--- config.mk ---
export PLATFORM = sky130hd
export DESIGN_NAME = scalar_kalman_filter_flat
export DESIGN_NICKNAME = d
export VERILOG_FILES = /design/src/hdl/skf_pkg.sv /design/src/hdl/skf_if.sv /design/src/hdl/skf_seq.sv /design/src/hdl/skf_dp.sv /design/src/hdl/scalar_kalman_filter.sv /design/src/flat_wrapper.sv
export SDC_FILE = /design/constraint.sdc
export NUM_CORES = 2
export LEC_CHECK = 0
export BUFFER_PORTS_ARGS = -buffer_cell sky130_fd_sc_hd__clkbuf_2
export CORE_ASPECT_RATIO = 0.8
export CORE_MARGIN = 4
export CORE_UTILIZATION = 40
export CTS_CLUSTER_SIZE = 24
export DETAILED_ROUTE_END_ITERATION = 8
export GPL_ROUTABILITY_DRIVEN = 0
export HOLD_SLACK_MARGIN = 0.1
export MAX_ROUTING_LAYER = met4
export PLACE_DENSITY = 0.56
export SYNTH_ARGS = -nofsm -noshare
export SYNTH_HDL_FRONTEND = slang
export SYNTH_SLANG_ARGS = --single-unit
--- constraint.sdc ---
create_clock -name clk -period 10.1 [get_ports clk]
set_input_delay 1.01 -clock clk [delete_from_list [all_inputs] [get_ports clk]]
set_output_delay 1.01 -clock clk [all_outputs]
set_load 0.01 [all_outputs]
--- src/hdl/skf_pkg.sv ---
// ----------------------------------------------------------------------------
// skf_pkg
// Shared constants, control word and status types, and the microcode ROM
// of the scalar Kalman filter.
// ----------------------------------------------------------------------------
`default_nettype none

package skf_pkg;

  localparam int DATA_WIDTH = 32;
  localparam int FRAC_BITS  = 16;

  // Gain is unsigned with one integer bit, 0.0 .. 1.0
  localparam int GAIN_W = FRAC_BITS + 1;
  // Multiplier: (DATA_WIDTH+1)-bit operand times gain
  localparam int PROD_W = DATA_WIDTH + 1 + GAIN_W;
  // Divide iteration counter, counts 0 .. FRAC_BITS + 1
  localparam int CNT_W  = $clog2(FRAC_BITS + 1);

  localparam logic [GAIN_W-1:0] GAIN_ONE = {1'b1, {FRAC_BITS{1'b0}}};

  // 0.0001 rounded to nearest, at least one LSB
  localparam int unsigned BIAS_RAW = ((1 << FRAC_BITS) + 5000) / 10000;
  localparam int unsigned BIAS     = (BIAS_RAW == 0) ? 1 : BIAS_RAW;

  // Configuration register indexes
  localparam int CFG_IDX_W = 1;
  localparam logic [CFG_IDX_W-1:0] REG_INIT_ESTIMATE = 1'b0;
  localparam logic [CFG_IDX_W-1:0] REG_INIT_VARIANCE = 1'b1;

  localparam logic [DATA_WIDTH-1:0] INIT_ESTIMATE_RST = '0;
  localparam logic [DATA_WIDTH-1:0] INIT_VARIANCE_RST = DATA_WIDTH'(1 << FRAC_BITS);

  // Micro-operations
  localparam int OP_W = 3;
  localparam logic [OP_W-1:0] OP_ACCEPT  = 3'd0;
  localparam logic [OP_W-1:0] OP_BIAS    = 3'd1;
  localparam logic [OP_W-1:0] OP_SETUP   = 3'd2;
  localparam logic [OP_W-1:0] OP_DIV     = 3'd3;
  localparam logic [OP_W-1:0] OP_MUL_X   = 3'd4;
  localparam logic [OP_W-1:0] OP_MUL_P   = 3'd5;
  localparam logic [OP_W-1:0] OP_EMIT    = 3'd6;
  localparam logic [OP_W-1:0] OP_RESTART = 3'd7;

  // Sequencing conditions
  localparam int CND_W = 2;
  localparam logic [CND_W-1:0] CND_NEXT     = 2'd0;
  localparam logic [CND_W-1:0] CND_ALWAYS   = 2'd1;
  localparam logic [CND_W-1:0] CND_RESTART  = 2'd2;
  localparam logic [CND_W-1:0] CND_DIV_MORE = 2'd3;

  // Program step addresses
  localparam int STEP_W = 3;
  localparam logic [STEP_W-1:0] S_IDLE    = 3'd0;
  localparam logic [STEP_W-1:0] S_BIAS    = 3'd1;
  localparam logic [STEP_W-1:0] S_SETUP   = 3'd2;
  localparam logic [STEP_W-1:0] S_DIV     = 3'd3;
  localparam logic [STEP_W-1:0] S_MUL_X   = 3'd4;
  localparam logic [STEP_W-1:0] S_MUL_P   = 3'd5;
  localparam logic [STEP_W-1:0] S_EMIT    = 3'd6;
  localparam logic [STEP_W-1:0] S_RESTART = 3'd7;

  typedef struct packed {
    logic [OP_W-1:0]   op;
    logic [CND_W-1:0]  cond;
    logic [STEP_W-1:0] target;
  } ctl_word_t;

  typedef struct packed {
    logic stall;     // hold the current step
    logic restart;   // command bit of the offered input beat
    logic div_more;  // divide iterations remain
  } dp_status_t;

  function automatic ctl_word_t micro_rom(input logic [STEP_W-1:0] step);
    ctl_word_t w;
    case (step)
      S_IDLE:    w = '{op: OP_ACCEPT,  cond: CND_RESTART,  target: S_RESTART};
      S_BIAS:    w = '{op: OP_BIAS,    cond: CND_NEXT,     target: S_IDLE};
      S_SETUP:   w = '{op: OP_SETUP,   cond: CND_NEXT,     target: S_IDLE};
      S_DIV:     w = '{op: OP_DIV,     cond: CND_DIV_MORE, target: S_DIV};
      S_MUL_X:   w = '{op: OP_MUL_X,   cond: CND_NEXT,     target: S_IDLE};
      S_MUL_P:   w = '{op: OP_MUL_P,   cond: CND_NEXT,     target: S_IDLE};
      S_EMIT:    w = '{op: OP_EMIT,    cond: CND_ALWAYS,   target: S_IDLE};
      S_RESTART: w = '{op: OP_RESTART, cond: CND_ALWAYS,   target: S_IDLE};
      default:   w = '{op: OP_ACCEPT,  cond: CND_ALWAYS,   target: S_IDLE};
    endcase
    return w;
  endfunction

endpackage

`default_nettype wire

--- src/hdl/skf_if.sv ---
// ----------------------------------------------------------------------------
// skf_if
// Valid/ready channel interfaces: input items, results, configuration writes.
// ----------------------------------------------------------------------------
`default_nettype none

interface skf_in_if;
  logic                                 valid;
  logic                                 ready;
  logic                                 command;
  logic signed [skf_pkg::DATA_WIDTH-1:0] measurement;
  logic [skf_pkg::DATA_WIDTH-1:0]       measurement_variance;

  modport source (output valid, command, measurement, measurement_variance,
                  input ready);
  modport sink   (input valid, command, measurement, measurement_variance,
                  output ready);
endinterface

interface skf_out_if;
  logic                                 valid;
  logic                                 ready;
  logic signed [skf_pkg::DATA_WIDTH-1:0] estimate;
  logic [skf_pkg::DATA_WIDTH-1:0]       error_variance;

  modport source (output valid, estimate, error_variance, input ready);
  modport sink   (input valid, estimate, error_variance, output ready);
endinterface

interface skf_cfg_if;
  logic                                valid;
  logic                                ready;
  logic [skf_pkg::CFG_IDX_W-1:0]       index;
  logic [skf_pkg::DATA_WIDTH-1:0]      data;

  modport source (output valid, index, data, input ready);
  modport sink   (input valid, index, data, output ready);
endinterface

`default_nettype wire

--- src/hdl/skf_seq.sv ---
// ----------------------------------------------------------------------------
// skf_seq
// Step counter and microcode ROM; issues one control word per cycle.
// ----------------------------------------------------------------------------
`default_nettype none

module skf_seq (
  input  wire logic                  clk,
  input  wire logic                  rst_n,
  input  wire skf_pkg::dp_status_t   status,
  output skf_pkg::ctl_word_t         ctl
);

  logic [skf_pkg::STEP_W-1:0] step_r;
  logic [skf_pkg::STEP_W-1:0] step_nxt;
  logic [skf_pkg::STEP_W-1:0] step_inc;

  assign ctl      = skf_pkg::micro_rom(step_r);
  assign step_inc = step_r + skf_pkg::STEP_W'(1);

  always_comb begin
    if (status.stall) begin
      step_nxt = step_r;
    end else begin
      case (ctl.cond)
        skf_pkg::CND_NEXT:     step_nxt = step_inc;
        skf_pkg::CND_ALWAYS:   step_nxt = ctl.target;
        skf_pkg::CND_RESTART:  step_nxt = status.restart ? ctl.target : step_inc;
        skf_pkg::CND_DIV_MORE: step_nxt = status.div_more ? ctl.target : step_inc;
        default:               step_nxt = skf_pkg::S_IDLE;
      endcase
    end
  end

  always_ff @(posedge clk) begin
    if (!rst_n) begin
      step_r <= skf_pkg::S_IDLE;
    end else begin
      step_r <= step_nxt;
    end
  end

  // divide loop exits straight into the first multiply
  a_div_exit: assert property (@(posedge clk) disable iff (!rst_n)
    (step_r == skf_pkg::S_DIV && !status.div_more) |=> (step_r == skf_pkg::S_MUL_X))
    else $error("divide loop exit went astray");

endmodule

`default_nettype wire

--- src/hdl/skf_dp.sv ---
// ----------------------------------------------------------------------------
// skf_dp
// Filter datapath: state registers, restoring divider, shared multiplier,
// input capture and output register.
// ----------------------------------------------------------------------------
`default_nettype none

module skf_dp (
  input  wire logic                            clk,
  input  wire logic                            rst_n,
  input  wire skf_pkg::ctl_word_t              ctl,
  output skf_pkg::dp_status_t                  status,
  input  wire logic [skf_pkg::DATA_WIDTH-1:0]  init_est,
  input  wire logic [skf_pkg::DATA_WIDTH-1:0]  init_var,
  skf_in_if.sink                               in_ch,
  skf_out_if.source                            out_ch
);

  localparam int DW = skf_pkg::DATA_WIDTH;
  localparam int FB = skf_pkg::FRAC_BITS;
  localparam int GW = skf_pkg::GAIN_W;
  localparam int PW = skf_pkg::PROD_W;

  // state
  logic [DW-1:0]   x_r;
  logic [DW-1:0]   p_r;
  // working registers
  logic [DW-1:0]   z_r;
  logic [DW-1:0]   r_r;
  logic [DW-1:0]   pb_r;
  logic [DW:0]     den_r;
  logic [DW+1:0]   rem_r;
  logic [GW-1:0]   q_r;
  logic [DW:0]     mag_r;
  logic            neg_r;
  logic [PW-1:0]   prod_r;
  logic [skf_pkg::CNT_W-1:0] div_cnt_r;
  // output register
  logic            out_valid_r;
  logic [DW-1:0]   out_est_r;
  logic [DW-1:0]   out_var_r;

  logic [DW:0]     pb_sum;
  logic [DW-1:0]   pb_sat;
  logic [DW:0]     diff;
  logic [DW:0]     mag;
  logic [DW:0]     den_sum;
  logic            rem_ge;
  logic [DW+1:0]   rem_sub;
  logic [DW:0]     mul_a;
  logic [GW-1:0]   mul_b;
  logic [PW-1:0]   mul_p;
  logic [DW+1:0]   delta;
  logic [DW+1:0]   x_ext;
  logic [DW+1:0]   x_new;
  logic [DW-1:0]   p_new;
  logic            out_busy;
  logic            accept;

  assign in_ch.ready      = (ctl.op == skf_pkg::OP_ACCEPT);
  assign accept           = in_ch.ready && in_ch.valid;
  assign out_busy         = out_valid_r && !out_ch.ready;

  assign status.stall     = (ctl.op == skf_pkg::OP_ACCEPT && !in_ch.valid) ||
                            (ctl.op == skf_pkg::OP_EMIT && out_busy);
  assign status.restart   = in_ch.command;
  assign status.div_more  = (div_cnt_r != skf_pkg::CNT_W'(FB));

  assign out_ch.valid          = out_valid_r;
  assign out_ch.estimate       = out_est_r;
  assign out_ch.error_variance = out_var_r;

  // P + bias, saturating
  assign pb_sum  = {1'b0, p_r} + (DW+1)'(skf_pkg::BIAS);
  assign pb_sat  = pb_sum[DW] ? {DW{1'b1}} : pb_sum[DW-1:0];

  // innovation z - x as sign and magnitude
  assign diff    = {z_r[DW-1], z_r} - {x_r[DW-1], x_r};
  assign mag     = diff[DW] ? (~diff + (DW+1)'(1)) : diff;

  assign den_sum = {1'b0, pb_r} + {1'b0, r_r};

  // one restoring divide step
  assign rem_ge  = (rem_r >= {1'b0, den_r});
  assign rem_sub = rem_ge ? (rem_r - {1'b0, den_r}) : rem_r;

  // shared multiplier: gain*|z-x| then (1-gain)*Pb
  assign mul_a   = (ctl.op == skf_pkg::OP_MUL_X) ? mag_r : {1'b0, pb_r};
  assign mul_b   = (ctl.op == skf_pkg::OP_MUL_X) ? q_r : (skf_pkg::GAIN_ONE - q_r);
  assign mul_p   = PW'(mul_a) * PW'(mul_b);

  assign delta   = prod_r[PW-1:FB];
  assign x_ext   = {{2{x_r[DW-1]}}, x_r};
  assign x_new   = neg_r ? (x_ext - delta) : (x_ext + delta);
  assign p_new   = (|prod_r[PW-1:FB+DW]) ? {DW{1'b1}} : prod_r[FB+DW-1:FB];

  // control and state
  always_ff @(posedge clk) begin
    if (!rst_n) begin
      x_r         <= skf_pkg::INIT_ESTIMATE_RST;
      p_r         <= skf_pkg::INIT_VARIANCE_RST;
      out_valid_r <= 1'b0;
      div_cnt_r   <= '0;
    end else begin
      if (ctl.op == skf_pkg::OP_EMIT && !out_busy) begin
        out_valid_r <= 1'b1;
      end else if (out_ch.ready) begin
        out_valid_r <= 1'b0;
      end
      case (ctl.op)
        skf_pkg::OP_SETUP: begin
          div_cnt_r <= '0;
        end
        skf_pkg::OP_DIV: begin
          div_cnt_r <= div_cnt_r + skf_pkg::CNT_W'(1);
        end
        skf_pkg::OP_MUL_P: begin
          x_r <= x_new[DW-1:0];
        end
        skf_pkg::OP_EMIT: begin
          if (!out_busy) begin
            p_r <= p_new;
          end
        end
        skf_pkg::OP_RESTART: begin
          x_r <= init_est;
          p_r <= init_var;
        end
        default: begin
        end
      endcase
    end
  end

  // payload
  always_ff @(posedge clk) begin
    case (ctl.op)
      skf_pkg::OP_ACCEPT: begin
        if (accept) begin
          z_r <= in_ch.measurement;
          r_r <= in_ch.measurement_variance;
        end
      end
      skf_pkg::OP_BIAS: begin
        pb_r  <= pb_sat;
        mag_r <= mag;
        neg_r <= diff[DW];
      end
      skf_pkg::OP_SETUP: begin
        den_r <= den_sum;
        rem_r <= {2'b00, pb_r};
        q_r   <= '0;
      end
      skf_pkg::OP_DIV: begin
        rem_r <= {rem_sub[DW:0], 1'b0};
        q_r   <= {q_r[GW-2:0], rem_ge};
      end
      skf_pkg::OP_MUL_X: begin
        prod_r <= mul_p;
      end
      skf_pkg::OP_MUL_P: begin
        prod_r <= mul_p;
      end
      skf_pkg::OP_EMIT: begin
        if (!out_busy) begin
          out_est_r <= x_r;
          out_var_r <= p_new;
        end
      end
      default: begin
      end
    endcase
  end

  // gain never exceeds 1.0
  a_gain_range: assert property (@(posedge clk) disable iff (!rst_n)
    (ctl.op == skf_pkg::OP_MUL_X) |-> (q_r <= skf_pkg::GAIN_ONE))
    else $error("gain above one");

  // remainder stays below twice the divisor while dividing
  a_rem_bound: assert property (@(posedge clk) disable iff (!rst_n)
    (ctl.op == skf_pkg::OP_DIV) |-> (rem_r < {den_r, 1'b0}))
    else $error("divide remainder out of bound");

  // updated variance cannot exceed P + bias
  a_var_bound: assert property (@(posedge clk) disable iff (!rst_n)
    (ctl.op == skf_pkg::OP_EMIT) |-> (prod_r[PW-1:FB] <= {2'b00, pb_r}))
    else $error("variance grew past P + bias");

endmodule

`default_nettype wire

--- src/hdl/scalar_kalman_filter.sv ---
// ----------------------------------------------------------------------------
// scalar_kalman_filter
// Scalar Kalman filter, Q16.16, driven by a microcoded sequencer.
//
// Channels: in_ch takes items {command, measurement, measurement_variance};
// command 0 runs one filter update and produces one out_ch beat
// {estimate, error_variance}; command 1 reloads the estimate and variance
// from the configuration registers and produces nothing. cfg_ch writes
// register 0 (initial estimate) or 1 (initial variance); always ready.
// An update runs bias and setup, 17 restoring divide steps for the gain, two
// multiply steps on the shared multiplier and the output step. A new item is
// accepted only after the previous one has run all its steps, a restart item
// its reload step. The divide loop makes up most of an update's steps.
// Results sit in an output register; the next item is accepted while a
// result waits, and the sequencer holds at its output step only if the
// previous result is still not taken. Reset loads estimate 0, variance 1.0.
// ----------------------------------------------------------------------------
`default_nettype none

module scalar_kalman_filter (
  input  wire logic clk,
  input  wire logic rst_n,
  skf_in_if.sink    in_ch,
  skf_out_if.source out_ch,
  skf_cfg_if.sink   cfg_ch
);

  logic [skf_pkg::DATA_WIDTH-1:0] init_est_r;
  logic [skf_pkg::DATA_WIDTH-1:0] init_var_r;
  skf_pkg::ctl_word_t             ctl;
  skf_pkg::dp_status_t            status;

  assign cfg_ch.ready = 1'b1;

  always_ff @(posedge clk) begin
    if (!rst_n) begin
      init_est_r <= skf_pkg::INIT_ESTIMATE_RST;
      init_var_r <= skf_pkg::INIT_VARIANCE_RST;
    end else if (cfg_ch.valid) begin
      case (cfg_ch.index)
        skf_pkg::REG_INIT_ESTIMATE: init_est_r <= cfg_ch.data;
        skf_pkg::REG_INIT_VARIANCE: init_var_r <= cfg_ch.data;
        default: begin
        end
      endcase
    end
  end

  skf_seq u_seq (
    .clk    (clk),
    .rst_n  (rst_n),
    .status (status),
    .ctl    (ctl)
  );

  skf_dp u_dp (
    .clk      (clk),
    .rst_n    (rst_n),
    .ctl      (ctl),
    .status   (status),
    .init_est (init_est_r),
    .init_var (init_var_r),
    .in_ch    (in_ch),
    .out_ch   (out_ch)
  );

endmodule

`default_nettype wire
--- src/flat_wrapper.sv ---
// flat-port wrapper written by rule: the top's interface ports become plain ports
module scalar_kalman_filter_flat 
  (clk, rst_n, in_ch_valid, in_ch_command, in_ch_measurement, in_ch_measurement_variance, in_ch_ready, out_ch_valid, out_ch_estimate, out_ch_error_variance, out_ch_ready, cfg_ch_valid, cfg_ch_index, cfg_ch_data, cfg_ch_ready);
  skf_in_if in_ch_i ();
  skf_out_if out_ch_i ();
  skf_cfg_if cfg_ch_i ();
  input  wire logic clk;
  input  wire logic rst_n;
  input wire logic [$bits(in_ch_i.valid)-1:0] in_ch_valid;
  input wire logic [$bits(in_ch_i.command)-1:0] in_ch_command;
  input wire logic [$bits(in_ch_i.measurement)-1:0] in_ch_measurement;
  input wire logic [$bits(in_ch_i.measurement_variance)-1:0] in_ch_measurement_variance;
  output wire logic [$bits(in_ch_i.ready)-1:0] in_ch_ready;
  output wire logic [$bits(out_ch_i.valid)-1:0] out_ch_valid;
  output wire logic [$bits(out_ch_i.estimate)-1:0] out_ch_estimate;
  output wire logic [$bits(out_ch_i.error_variance)-1:0] out_ch_error_variance;
  input wire logic [$bits(out_ch_i.ready)-1:0] out_ch_ready;
  input wire logic [$bits(cfg_ch_i.valid)-1:0] cfg_ch_valid;
  input wire logic [$bits(cfg_ch_i.index)-1:0] cfg_ch_index;
  input wire logic [$bits(cfg_ch_i.data)-1:0] cfg_ch_data;
  output wire logic [$bits(cfg_ch_i.ready)-1:0] cfg_ch_ready;
  assign in_ch_i.valid = in_ch_valid;
  assign in_ch_i.command = in_ch_command;
  assign in_ch_i.measurement = in_ch_measurement;
  assign in_ch_i.measurement_variance = in_ch_measurement_variance;
  assign in_ch_ready = in_ch_i.ready;
  assign out_ch_valid = out_ch_i.valid;
  assign out_ch_estimate = out_ch_i.estimate;
  assign out_ch_error_variance = out_ch_i.error_variance;
  assign out_ch_i.ready = out_ch_ready;
  assign cfg_ch_i.valid = cfg_ch_valid;
  assign cfg_ch_i.index = cfg_ch_index;
  assign cfg_ch_i.data = cfg_ch_data;
  assign cfg_ch_ready = cfg_ch_i.ready;
  scalar_kalman_filter u_core (.clk(clk), .rst_n(rst_n), .in_ch(in_ch_i), .out_ch(out_ch_i), .cfg_ch(cfg_ch_i));
endmodule
==> results.md <==
| Stage | Parameter | Reported |
|---|---|---|
| outcome | Status | finished, final reports clean |
| sta | Setup repair after global routing missed its margin | no |
| die | Die span in x | 372 µm |
| yosys | Avg Inst Size Synth | 9.03 µm² |
| sta | Setup Total Neg Slack | 0 ns |
| clocking | Insertion delay of the later-clocked pin in the worst-skew pair | 0.62 ns |
| routing | Final routed wirelength across all metal layers | 134000 µm |
| setup path | Worst path required time | 10.45 ns |
| sta | Worst slack on hold paths | 0.454 ns |
| die | Number of top-level pins | 170 |
| die | Initial Utilization | 0.405 |
| die | Die ar. | 0.112 mm² |
| setup path | Slowest-stage cell, CP | xor2_2 |
| cells and area | Ratio of cells with drive above 1 in the final layout | 0.0779 |
| routing | Drt first pass iters | 6 |
| place | Post-place setup slack | 1.03 ns |
| min path | Worst hold path class | reg2reg |
| global route | Total track usage | 0.247 |
| die | Die span in y | 299 µm |
| yosys | Post-Syn Nets | 5530 |
| clocking | Clock transition time at the flip-flop clock pins of the worst setup and hold paths | 0.07 ns |
| yosys | EDFF count, synth | 312 |
| die | Number of core rows | 106 |
| yosys | Library cells used by synthesis | 90 |
| global route | GR Overflow Total | 0 |
| yosys | Gate count of the mapped netlist | 4703 |
| place | # placed instances | 6143 |
| global route | Largest net degree at the start of global routing | 75 |
| place | Port Buf Inserts | 168 |
| setup path | Category of the critical setup timing path | reg2reg |
| sta | Measured slew at the worst slew-check pin | 1.21 ns |
| cells and area | Highest-count cells in the layout ignoring fill and taps | nand2_1, inv_1, fa_1 |
| yosys | Area of the mapped netlist | 0.0425 mm² |
| sta | Final worst path period share | 0.910 |
| sta | Worst rel slew slack | 0.168 |
| sta | Number of pins with negative max-slew slack in the final report | 0 |
| global route | Global-route wire length before repair | 204000 µm |
| sta | Clock Skews | 0.0320 ns |
| cells and area | Total Nets Final | 5615 |
| setup path | Endpoint kind of the worst setup timing path | register |
| clocking | Post-CTS Hold Fix Bufs | 0 |
| clocking | Maximum buffer depth of the clock tree | 3 |
| clocking | Count of H-tree levels built during CTS | 2 |
| routing | First DRT Iteration DRCs | 3025 |
| yosys | Number of flip-flops and latches in the synthesized netlist | 455 |
| yosys | Proportion of synthesized flip-flops having asynchronous set or reset | 0 |
| routing | DR vias | 33333 |
| sta | Max Fclk | 109 MHz |
| cells and area | Number of non-filler instances in the completed layout | 6232 |
| yosys | Synth area leader | edfxtp_1 |
| global route | Initial antenna violation count | 0 |
| setup path | Library cell appearing most often on the critical path | fa_1 |
| global route | Vias in the first global route | 32266 |
| routing | DRC violations left | 0 |
| cells and area | Most common library cell in the layout ignoring fill and taps | nand2_1 |
| setup path | Critical path's largest stage delay | 0.80 ns |
| yosys | Largest cells by area after synthesis | edfxtp_1, fa_1, ha_1 |
| setup path | Critical path startpoint category | register |
| job | Max-cap violations | 0 |
| setup path | Crit path arrival time | 9.54 ns |
| sta | Hold Vio Cnt, Final | 0 |
| clocking | Post CTS Setup Buffer Count | 0 |
| clocking | Number of buffers added by the clock tree synthesis step | 47 |
| die | Area of the placeable core | 0.105 mm² |
| sta | Crit path setup slack, layout | 0.911 ns |
| clocking | Total number of clock tree sinks | 455 |
| yosys | Post-synthesis sequential area ratio | 0.288 |
| clocking | Clock root buffer master | clkbuf_16 |
| clocking | Number of cells upsized or downsized after cts | 0 |
| routing | Antenna Violating Nets Remaining | 0 |
| yosys | Dominant register cell in the synthesized netlist | edfxtp_1 |
| place | Half-perimeter wire length after placement | 106000 µm |
| setup path | Critical path peak fanout | 74 |
| cells and area | Synth-to-layout area growth | 9.62% |
| yosys | Warnings, synthesis | 0 |
| sta | Endpoints failing setup | 0 |
| clocking | TritonCTS clock tree | yes |
| yosys | Area share of the largest cell type after synthesis | 0.221 |
| routing | Routed wire length per instance | 21.5 µm |
| routing | Vias/cell | 5.35 |
| sta | Min cycle time layout | 9.19 ns |
==> through the flow <==
stage	instance area (µm²)	utilization
final	46600	0.444
after global placement	44900	0.428
after global routing	46600	0.444
after floorplan	42500	-
after CTS	46600	0.444
after detailed placement	44900	0.428
==> worst max-delay path: cells and delay by family, from the launching register on <==
family | cells | cell delay, ns
adders and majority gates | 7 | 3.29
AOI/OAI and AO/OA | 9 | 2.31
xor gates and xnor gates | 2 | 0.96
buffers and inverters | 7 | 1.03
and+or+nand+nor | 4 | 0.67
DFF | 1 | 0.60
==> state kept, by name (all words and copies together) (netlist names), 3 cells and up <==
| signal | cells |
|---|---|
| u_core.init_var_r | 32 |
| u_core.u_seq.ctl | 6 |
| u_core.init_est_r | 32 |
| u_core.u_dp.out_ch.error_variance | 32 |
| u_core.u_dp.z_r | 32 |
| u_core.u_dp.den_r | 33 |
| u_core.u_dp.pb_r | 32 |
| u_core.u_dp.r_r | 32 |
| u_core.u_dp.rem_r | 34 |
| u_core.u_dp.p_r | 32 |
| u_core.u_dp.prod_r | 34 |
| u_core.u_dp.out_ch.estimate | 32 |
| u_core.u_seq.step_r | 3 |
| u_core.u_dp.q_r | 17 |
| u_core.u_dp.div_cnt_r | 5 |
| u_core.u_dp.x_r | 32 |
| u_core.u_dp.mag_r | 33 |
==> layer usage <==
metal	global-route usage	wire length, µm
met5	-	0
met3	0.0624	13400
met1	0.365	62400
met4	0.0510	3080
met2	0.342	55000
==> worst paths after layout <==
kind,from,end,slack (ns),depth (start not counted)
worst min-delay path,u_core.init_var_r[15],u_core.init_var_r[15],0.45,2
worst min register to register,u_core.init_var_r[15],u_core.init_var_r[15],0.45,2
worst max register to register,u_core.u_seq.ctl[7],u_core.u_dp.prod_r[48],0.91,29
worst max-delay path,u_core.u_seq.ctl[7],u_core.u_dp.prod_r[48],0.91,29
==> area by class of cell <==
type                       instances  area (µm²)
clock buffer                      69        1390
clock inverter                    19         226
multi-input combinational       3345       27000
tap                             1404        1760
timing repair buffer             235        1360
antenna                            1        2.50
inverter                         704        2650
sequential                       455       12200
fill                           10224       58300
==> synth_stat cells (6+ instances only) <==
| cell type | n |
|---|---|
| nor4_1 | 18 |
| inv_1 | 703 |
| clkbuf_1 | 171 |
| xor2_1 | 94 |
| nand3_1 | 56 |
| nor3_1 | 101 |
| ha_1 | 258 |
| or3_1 | 40 |
| o21ai_1 | 11 |
| a31oi_1 | 27 |
| dfxtp_1 | 143 |
| nor2b_1 | 33 |
| and3_1 | 57 |
| nand4_1 | 24 |
| o211ai_1 | 12 |
| a311oi_1 | 6 |
| mux2i_1 | 42 |
| and4_1 | 8 |
| nand2_1 | 802 |
| and2_1 | 56 |
| nor2_1 | 324 |
| a31o_2 | 6 |
| o21ai_0 | 122 |
| a211oi_1 | 34 |
| buf_1 | 12 |
| buf_2 | 8 |
| or2_2 | 8 |
| o31ai_1 | 6 |
| fa_1 | 466 |
| nand2b_1 | 26 |
| edfxtp_1 | 312 |
| a21o_1 | 100 |
| o21bai_1 | 25 |
| xnor2_1 | 157 |
| o21a_1 | 22 |
| a21oi_1 | 305 |
==> cells by family (layout without fill, tap and decap cells) <==
| logic type | after synthesis | after routing | synth area share |
|---|---|---|---|
| AND/OR/NAND/NOR | 1588 | 1588 | 0.166 |
| buffers and inverters | 903 | 1027 | 0.0808 |
| AO/OA/AOI/OAI | 737 | 737 | 0.107 |
| adder cells (fa/ha/maj) | 724 | 724 | 0.296 |
| flip-flops | 455 | 455 | 0.288 |
| XOR/XNOR | 251 | 251 | 0.0517 |
| multiplexers | 44 | 44 | 0.0104 |
| other | 1 | 2 | 0.0000883 |
Power is not shown: default switching activity piles up to over one toggle a cycle in this logic, so the estimate is an artifact.
